### src/sv/rlp_pkg.sv
// ----------------------------------------------------------------------------
// Route line parser package
// Beat types, byte classes, error codes and character constants.
// ----------------------------------------------------------------------------
`default_nettype none

package rlp_pkg;

  localparam int unsigned TimeW = 31;
  localparam logic [TimeW-1:0] TIME_MAX = {TimeW{1'b1}};

  localparam logic [7:0] CH_COLON = 8'h3a;
  localparam logic [7:0] CH_QUOTE = 8'h22;
  localparam logic [7:0] CH_ZERO  = 8'h30;
  localparam logic [7:0] CH_NINE  = 8'h39;
  localparam logic [7:0] CH_SPACE = 8'h20;
  localparam logic [7:0] CH_TAB   = 8'h09;
  localparam logic [7:0] CH_CR    = 8'h0d;

  localparam logic [2:0] CLS_SKIP   = 3'd0;
  localparam logic [2:0] CLS_NAME   = 3'd1;
  localparam logic [2:0] CLS_ST_CH  = 3'd2;
  localparam logic [2:0] CLS_OPEN_Q = 3'd3;
  localparam logic [2:0] CLS_CLOSE_Q = 3'd4;
  localparam logic [2:0] CLS_DIGIT  = 3'd5;

  localparam logic [3:0] ERR_NONE        = 4'd0;
  localparam logic [3:0] ERR_NO_COLON    = 4'd1;
  localparam logic [3:0] ERR_EMPTY_NAME  = 4'd2;
  localparam logic [3:0] ERR_NO_QUOTE    = 4'd3;
  localparam logic [3:0] ERR_UNCLOSED    = 4'd4;
  localparam logic [3:0] ERR_EMPTY_ST    = 4'd5;
  localparam logic [3:0] ERR_NO_TIME     = 4'd6;
  localparam logic [3:0] ERR_TOO_LARGE   = 4'd7;
  localparam logic [3:0] ERR_ZERO_TIME   = 4'd8;
  localparam logic [3:0] ERR_FEW_ST      = 4'd9;
  localparam logic [3:0] ERR_ENDS_ON_TM  = 4'd10;

  typedef struct packed {
    logic [7:0] in_byte;
    logic       line_end;
  } in_beat_t;

  typedef struct packed {
    logic [2:0]       byte_class;
    logic             is_blank;
    logic             time_valid;
    logic [TimeW-1:0] time_value;
    logic             line_done;
    logic             line_ok;
    logic [3:0]       error_code;
  } out_beat_t;

  typedef struct packed {
    logic     valid;
    in_beat_t beat;
  } step_req_t;

endpackage

`default_nettype wire

### src/sv/rlp_core.sv
// ----------------------------------------------------------------------------
// Route line parser core
// Holds the line state and computes the result beat for one input byte.
// ----------------------------------------------------------------------------
`default_nettype none

module rlp_core (
  input  wire logic               clk,
  input  wire logic               rst_n,
  input  wire rlp_pkg::step_req_t req,
  output rlp_pkg::out_beat_t      res
);

  typedef enum logic [2:0] {
    PH_NAME,
    PH_SEEK_ST,
    PH_IN_ST,
    PH_SEEK_TM,
    PH_IN_TM,
    PH_FAIL
  } phase_t;

  phase_t                     phase_r, phase_nxt;
  logic [rlp_pkg::TimeW-1:0]  acc_r, acc_nxt;
  logic [1:0]                 cnt_r, cnt_nxt;
  logic                       name_r, name_nxt;
  logic                       stch_r, stch_nxt;
  logic [3:0]                 err_r, err_nxt;

  logic [7:0]                 b;
  logic                       last;
  logic                       blank;
  logic                       digit;
  logic [rlp_pkg::TimeW-1:0]  acc_src;
  logic [rlp_pkg::TimeW+3:0]  mac;
  logic                       ovf;
  logic [2:0]                 cls;
  logic                       tv;
  logic [rlp_pkg::TimeW-1:0]  tval;

  assign b     = req.beat.in_byte;
  assign last  = req.beat.line_end;
  assign blank = (b == rlp_pkg::CH_SPACE) || (b inside {[rlp_pkg::CH_TAB:rlp_pkg::CH_CR]});
  assign digit = b inside {[rlp_pkg::CH_ZERO:rlp_pkg::CH_NINE]};

  // A new time starts from zero when the first digit arrives.
  assign acc_src = (phase_r == PH_SEEK_TM) ? '0 : acc_r;
  assign mac = ({4'b0, acc_src} << 3) + ({4'b0, acc_src} << 1)
             + {{(rlp_pkg::TimeW){1'b0}}, b[3:0]};
  assign ovf = mac > {4'b0, rlp_pkg::TIME_MAX};

  always_comb begin
    phase_nxt = phase_r;
    acc_nxt   = acc_r;
    cnt_nxt   = cnt_r;
    name_nxt  = name_r;
    stch_nxt  = stch_r;
    err_nxt   = err_r;
    cls       = rlp_pkg::CLS_SKIP;
    tv        = 1'b0;
    tval      = '0;

    case (phase_r)
      PH_NAME: begin
        if (b == rlp_pkg::CH_COLON) begin
          if (!name_r) begin
            err_nxt   = rlp_pkg::ERR_EMPTY_NAME;
            phase_nxt = PH_FAIL;
          end else begin
            phase_nxt = PH_SEEK_ST;
          end
        end else begin
          cls = rlp_pkg::CLS_NAME;
          if (!blank) begin
            name_nxt = 1'b1;
          end
        end
      end
      PH_SEEK_ST: begin
        if (!blank) begin
          if (b == rlp_pkg::CH_QUOTE) begin
            stch_nxt  = 1'b0;
            phase_nxt = PH_IN_ST;
            cls       = rlp_pkg::CLS_OPEN_Q;
          end else begin
            err_nxt   = rlp_pkg::ERR_NO_QUOTE;
            phase_nxt = PH_FAIL;
          end
        end
      end
      PH_IN_ST: begin
        if (b == rlp_pkg::CH_QUOTE) begin
          cls = rlp_pkg::CLS_CLOSE_Q;
          if (!stch_r) begin
            err_nxt   = rlp_pkg::ERR_EMPTY_ST;
            phase_nxt = PH_FAIL;
          end else begin
            if (cnt_r < 2'd2) begin
              cnt_nxt = cnt_r + 2'd1;
            end
            phase_nxt = PH_SEEK_TM;
          end
        end else begin
          cls      = rlp_pkg::CLS_ST_CH;
          stch_nxt = 1'b1;
        end
      end
      PH_SEEK_TM, PH_IN_TM: begin
        if (digit) begin
          if (phase_r == PH_SEEK_TM) begin
            acc_nxt = '0;
          end
          if (ovf) begin
            err_nxt   = rlp_pkg::ERR_TOO_LARGE;
            phase_nxt = PH_FAIL;
          end else begin
            acc_nxt   = mac[rlp_pkg::TimeW-1:0];
            phase_nxt = PH_IN_TM;
            cls       = rlp_pkg::CLS_DIGIT;
          end
        end else if (phase_r == PH_SEEK_TM) begin
          if (!blank) begin
            err_nxt   = rlp_pkg::ERR_NO_TIME;
            phase_nxt = PH_FAIL;
          end
        end else if (acc_r == '0) begin
          err_nxt   = rlp_pkg::ERR_ZERO_TIME;
          phase_nxt = PH_FAIL;
        end else begin
          tv        = 1'b1;
          tval      = acc_r;
          acc_nxt   = '0;
          phase_nxt = PH_SEEK_ST;
          if (!blank) begin
            if (b == rlp_pkg::CH_QUOTE) begin
              stch_nxt  = 1'b0;
              phase_nxt = PH_IN_ST;
              cls       = rlp_pkg::CLS_OPEN_Q;
            end else begin
              err_nxt   = rlp_pkg::ERR_NO_QUOTE;
              phase_nxt = PH_FAIL;
            end
          end
        end
      end
      default: begin
      end
    endcase

    if (last) begin
      case (phase_nxt)
        PH_NAME: begin
          err_nxt = rlp_pkg::ERR_NO_COLON;
        end
        PH_SEEK_ST: begin
          err_nxt = (cnt_nxt < 2'd2) ? rlp_pkg::ERR_FEW_ST : rlp_pkg::ERR_ENDS_ON_TM;
        end
        PH_IN_ST: begin
          err_nxt = rlp_pkg::ERR_UNCLOSED;
        end
        PH_SEEK_TM: begin
          if (cnt_nxt < 2'd2) begin
            err_nxt = rlp_pkg::ERR_FEW_ST;
          end
        end
        PH_IN_TM: begin
          if (acc_nxt == '0) begin
            err_nxt = rlp_pkg::ERR_ZERO_TIME;
          end else begin
            tv      = 1'b1;
            tval    = acc_nxt;
            err_nxt = (cnt_nxt < 2'd2) ? rlp_pkg::ERR_FEW_ST : rlp_pkg::ERR_ENDS_ON_TM;
          end
        end
        default: begin
        end
      endcase
    end

    res.byte_class = cls;
    res.is_blank   = blank;
    res.time_valid = tv;
    res.time_value = tval;
    res.line_done  = last;
    res.line_ok    = last && (err_nxt == rlp_pkg::ERR_NONE);
    res.error_code = err_nxt;
  end

  // The last byte of a line returns all state to its reset value.
  always_ff @(posedge clk) begin
    if (!rst_n) begin
      phase_r <= PH_NAME;
      acc_r   <= '0;
      cnt_r   <= 2'd0;
      name_r  <= 1'b0;
      stch_r  <= 1'b0;
      err_r   <= rlp_pkg::ERR_NONE;
    end else if (req.valid) begin
      if (last) begin
        phase_r <= PH_NAME;
        acc_r   <= '0;
        cnt_r   <= 2'd0;
        name_r  <= 1'b0;
        stch_r  <= 1'b0;
        err_r   <= rlp_pkg::ERR_NONE;
      end else begin
        phase_r <= phase_nxt;
        acc_r   <= acc_nxt;
        cnt_r   <= cnt_nxt;
        name_r  <= name_nxt;
        stch_r  <= stch_nxt;
        err_r   <= err_nxt;
      end
    end
  end

endmodule

`default_nettype wire

### src/sv/route_line_parser_top.sv
// ----------------------------------------------------------------------------
// Route line parser top level
// Input register, parse core and result register with valid/ready channels.
// ----------------------------------------------------------------------------
// A beat accepted into the input register is parsed when the core steps, which loads its result beat.
// Throughput: one beat per cycle while out_ready drains the result register; the core result is combinational.
// The input register takes a new beat while the result register still waits only if it is empty.
// Reset (rst_n low, synchronous) empties both registers and starts a new line.
`default_nettype none

module route_line_parser_top (
  input  wire logic              clk,
  input  wire logic              rst_n,
  input  wire logic              in_valid,
  output logic                   in_ready,
  input  wire rlp_pkg::in_beat_t in_data,
  output logic                   out_valid,
  input  wire logic              out_ready,
  output rlp_pkg::out_beat_t     out_data
);

  logic               in_valid_r;
  rlp_pkg::in_beat_t  in_beat_r;
  logic               out_valid_r;
  rlp_pkg::out_beat_t out_beat_r;
  logic               step;
  rlp_pkg::step_req_t req;
  rlp_pkg::out_beat_t res;

  assign step     = in_valid_r && (!out_valid_r || out_ready);
  assign in_ready = !in_valid_r || step;
  assign req      = '{valid: step, beat: in_beat_r};

  rlp_core u_core (
    .clk   (clk),
    .rst_n (rst_n),
    .req   (req),
    .res   (res)
  );

  always_ff @(posedge clk) begin
    if (!rst_n) begin
      in_valid_r  <= 1'b0;
      out_valid_r <= 1'b0;
    end else begin
      if (in_ready) begin
        in_valid_r <= in_valid;
      end
      if (step) begin
        out_valid_r <= 1'b1;
      end else if (out_ready) begin
        out_valid_r <= 1'b0;
      end
    end
  end

  always_ff @(posedge clk) begin
    if (in_ready && in_valid) begin
      in_beat_r <= in_data;
    end
    if (step) begin
      out_beat_r <= res;
    end
  end

  assign out_valid = out_valid_r;
  assign out_data  = out_beat_r;

  a_ok_only_on_done : assert property (@(posedge clk) disable iff (!rst_n)
    out_valid && out_data.line_ok |-> out_data.line_done
                                      && out_data.error_code == rlp_pkg::ERR_NONE)
    else $error("line_ok without a clean line end");

  a_time_nonzero : assert property (@(posedge clk) disable iff (!rst_n)
    out_valid && out_data.time_valid |-> out_data.time_value != '0)
    else $error("completed time of zero");

  a_stall_holds_input : assert property (@(posedge clk) disable iff (!rst_n)
    !in_ready |-> in_valid_r && out_valid && !out_ready)
    else $error("input stalled without a blocked result");

  a_result_after_step : assert property (@(posedge clk) disable iff (!rst_n)
    step |=> out_valid)
    else $error("processed beat produced no result");

endmodule

`default_nettype wire
### config.mk
export PLATFORM = sky130hd
export DESIGN_NAME = route_line_parser_top
export DESIGN_NICKNAME = d
export VERILOG_FILES = /design/src/sv/rlp_pkg.sv /design/src/sv/rlp_core.sv /design/src/sv/route_line_parser_top.sv
export SDC_FILE = /design/constraint.sdc
export NUM_CORES = 1
export LEC_CHECK = 0
export BUFFER_PORTS_ARGS = -buffer_cell sky130_fd_sc_hd__buf_2
export CORE_ASPECT_RATIO = 2
export CORE_UTILIZATION = 30
export DETAILED_ROUTE_END_ITERATION = 10
export PLACE_DENSITY = 0.52
export SYNTH_ARGS = -nofsm -noshare
export SYNTH_HDL_FRONTEND = slang
export SYNTH_SLANG_ARGS = --single-unit
export TNS_END_PERCENT = 5
### constraint.sdc
create_clock -name clk -period 9 [get_ports clk]
set_clock_uncertainty 0.1 [all_clocks]
set_input_delay 1.8 -clock clk [delete_from_list [all_inputs] [get_ports clk]]
set_output_delay 1.8 -clock clk [all_outputs]
set_load 0.1 [all_outputs]
==> results by group <==
Run status
  – Status: finished with violations
  – Violated checks: DRC

Setup path
  – Cell depth of the worst flop-to-flop path: 16
  – Cell mode on critical path: ha_1
  – R2r setup slk: 2.68 ns
  – Worst path depth: 16
  – CP Data Arrival Time: 6.32 ns
  – Crit-path leading delay family: compound AO/OA/AOI/OAI gates
  – CP max stage cell: dfxtp_1
  – Critical Path RT: 9.00 ns
  – CP Capture Type: register
  – Reg2reg end: out_data[4]$_DFFE_PP_
  – Crit. Startpoint: u_core.phase_r[0]$_SDFFE_PN0P_
  – Worst r2r src: u_core.phase_r[0]$_SDFFE_PN0P_
  – CP Launch Type: register
  – CP cell instances: nand3b_1 -> buf_4 -> and2_1 -> ha_1 -> ha_1 -> a21oi_2 -> o211ai_1 -> a22oi_2 -> a21boi_0 -> a2111oi_2 -> xor2_1 -> nand4_1 -> nor2_1 -> a22oi_1 -> a31oi_4 -> a211oi_2
  – End point of the critical path: out_data[4]$_DFFE_PP_
  – Crit Path Max Fanout: 36
  – Crit Path Category: reg2reg
  – Max incr delay on CP: 0.80 ns
  – Buf/Inv on CP: 1

Pwr
  – Leak: 0.003167 uW
  – Worst vdd ir: 0.09408 mV
  – PwrDens: 120.8 nW/um^2

Timing
  – Slew HR: 37.28%
  – Final setup fails: 0
  – Min Tclk post-route: 6.320 ns
  – Final worst path period share: 70.23%
  – Hold Slack: 0.4197 ns
  – Max-slew violation count: 0
  – Worst-Margin Slew: 0.9322 ns
  – RSZ-0062 raised after global routing: no
  – Fin Setup TNS: 0 ns
  – Fin. Hold Viols: 0
  – Max Freq: 158.2 MHz

Finish
  – Diode count: 0
  – # nets final: 927
  – Layout area overhead: 10.52%
  – Final core occ: 33.88%
  – Filler cells: 2527
  – Most frequent cells in the layout: nand2_1 (72), ha_1 (61), a21oi_1 (58)
  – Commonest non-fill, non-tap cell in the layout: nand2_1
  – Fraction of layout cells with a size suffix above 1: 12.95%

Clock tree
  – Clock buffer depth: 2
  – Post-CTS Resized: 0
  – Hold Buf Count CTS: 0
  – Clock latency on the worst-skew pair: 0.38 ns
  – CTS tree: built
  – Clock Sinks: 95
  – Post-CTS Setup Repair Bufs: 0
  – H-Tree Depth: 3
  – Total CTS buffers: 9
  – Clock Tree Root: clkbuf_16
  – Clk slew on worst S/H paths: 0.07 ns

Floorplan
  – Std cell rows: 80
  – Die Height: 222.6 microns
  – Die area: 25010 sq um
  – Starting Density: 30.65%
  – Core area: 23820 sq um
  – Die X-Extent: 112.3 microns
  – Top-Level Pins: 57

Worst hold path
  – Hold Path Class: reg2reg
  – Number of cells on the worst hold path: 1

Routing
  – Residual DRC count: 2
  – Total Wirelength: 24230 microns
  – Initial DRC count: 291
  – Vias per std cell: 5.744
  – First-pass DRT Iterations: 8
  – Antenna viol nets, final: 0
  – DR vias: 6571
  – Wire per inst: 21.18 microns

Synth
  – Sequential area share after synthesis: 33.04%
  – Post-synth EDFFs: 51
  – Ys Warns: 0
  – Synth async-reset ratio: 0%
  – Post-synthesis register bit count: 95
  – Synth Flop Type: edfxtp_1
  – Syn nets: 896
  – Avg Cell Area, Syn: 8.894 sq um
  – Netlist cell types: 89
  – Post-Syn Area: 7302 sq um
  – Mapped Cells: 821

Place
  – Detail Placement HPWL: 18990 microns
  – Port buffer count: 56
  – GPL Wtd Cong: 0.9233

GRT
  – Total grt overflow: 0
  – Antenna violations before repair: 0
  – First-pass GRT wire length: 37060 microns
  – Vias in the first global route: 6768
  – Largest net degree at the start of global routing: 50
  – Overall Global Routing Usage: 19.82%

Flow run
  – Max cap viols: 0
## worst min-delay path by stage
| stage | slack [ns] | from | to |
|---|---|---|---|
| global placement | 0.41 | in_valid_r$_SDFFE_PN0N_ | out_valid$_SDFFE_PN0P_ |
| global route | 0.44 | u_core.err_r[2]$_SDFFE_PN0P_ | u_core.err_r[2]$_SDFFE_PN0P_ |
| detailed placement | 0.41 | in_valid_r$_SDFFE_PN0N_ | out_valid$_SDFFE_PN0P_ |
| CTS | 0.43 | in_valid_r$_SDFFE_PN0N_ | out_valid$_SDFFE_PN0P_ |
| floorplan | 0.37 | u_core.err_r[2]$_SDFFE_PN0P_ | u_core.err_r[2]$_SDFFE_PN0P_ |
| finish | 0.42 | in_valid_r$_SDFFE_PN0N_ | out_valid$_SDFFE_PN0P_ |
## worst reg2reg max path: cells and delay by family, from the launching register on
| kind | cells | cell delay [ns] |
|---|---|---|
| and+or+nand+nor | 4 | 1.61 |
| buffers and inverters | 1 | 0.28 |
| AOI/OAI and AO/OA | 8 | 2.33 |
| adders and majority gates | 2 | 0.73 |
| xor gates and xnor gates | 1 | 0.22 |
| DFF | 1 | 0.80 |
## cell type report
cell class	count	area, sq um	area share [%]
multi-input combinational	665	4609	57.12
inverter	20	75.07	0.9302
timing repair buffer	61	317.8	3.938
clock inverter	7	71.32	0.8837
tap	287	359.1	4.450
sequential	95	2412	29.89
clock buffer	9	225.2	2.791
## metrics by stage
| step | setup WS, ns | total power [uW] | instances | instance area [sq um] |
|---|---|---|---|---|
| floorplan | 4.128 | 565.8 | 821 | 7302 |
| global placement | 2.819 | 588.2 | 1128 | 7774 |
| detailed placement | 2.796 | 587.9 | 1128 | 7774 |
| CTS | 2.767 | 984.2 | 1144 | 8070 |
| global route | 2.212 | 1005 | 1144 | 8070 |
| finish | 2.680 | 974.8 | 1144 | 8070 |
## state kept, by name, indices dropped and copies added, names as in the netlist
register	count
in_beat_r	9
in_valid_r	1
out_data	42
out_valid	1
u_core.acc_r	31
u_core.cnt_r	2
u_core.err_r	4
u_core.name_r	1
u_core.phase_r	3
u_core.stch_r	1
## cell families after synthesis
logic type,after synthesis,share of synthesized area (%)
muxes,2,0.2742
DFF,95,33.04
adders and majority gates,62,10.73
buffers and inverters,61,3.941
xor gates and xnor gates,26,3.119
AOI/OAI and AO/OA,274,26.27
and+or+nand+nor,301,22.64
## report_power, final
part / switching (uW) / internal, uW / total, uW
Sequential: 7.38 / 468 / 475
Clock: 182 / 215 / 398
Combinational: 86.1 / 16.1 / 102
Total: 276 / 699 / 975
## synthesized netlist by cell type, types with 9 or more instances
master	n	area [sq um]
a22oi_1	31	232.7
nand2_1	72	270.3
and2_1	47	294.0
edfxtp_1	51	1531
nor3_1	19	95.09
a21oi_1	58	290.3
xnor2_1	17	148.9
xor2_1	9	78.83
clkbuf_1	27	101.4
o21a_1	11	82.58
nor2b_1	30	187.7
inv_1	19	71.32
o21ai_0	56	280.3
a22o_1	23	201.4
dfxtp_1	44	880.8
nand4_1	10	62.56
nor4_1	11	68.82
ha_1	61	763.2
nor2_1	45	168.9
nand3_1	18	90.09
## metal layers
| layer | track usage, % | part of all wire, % | vias to the layer above | wire length, microns |
|---|---|---|---|---|
| met1 | 17.03 | 32 | 3112 | 7841 |
| met4 | 16.43 | 8.3 | 0 | 2014 |
| met3 | 2.864 | 2.9 | 101 | 696 |
| li1 | - | - | 3170 | - |
| met5 | 0 | 0 | - | 0 |
| met2 | 39.11 | 56 | 188 | 13680 |
(Power assumes the default switching activity.)
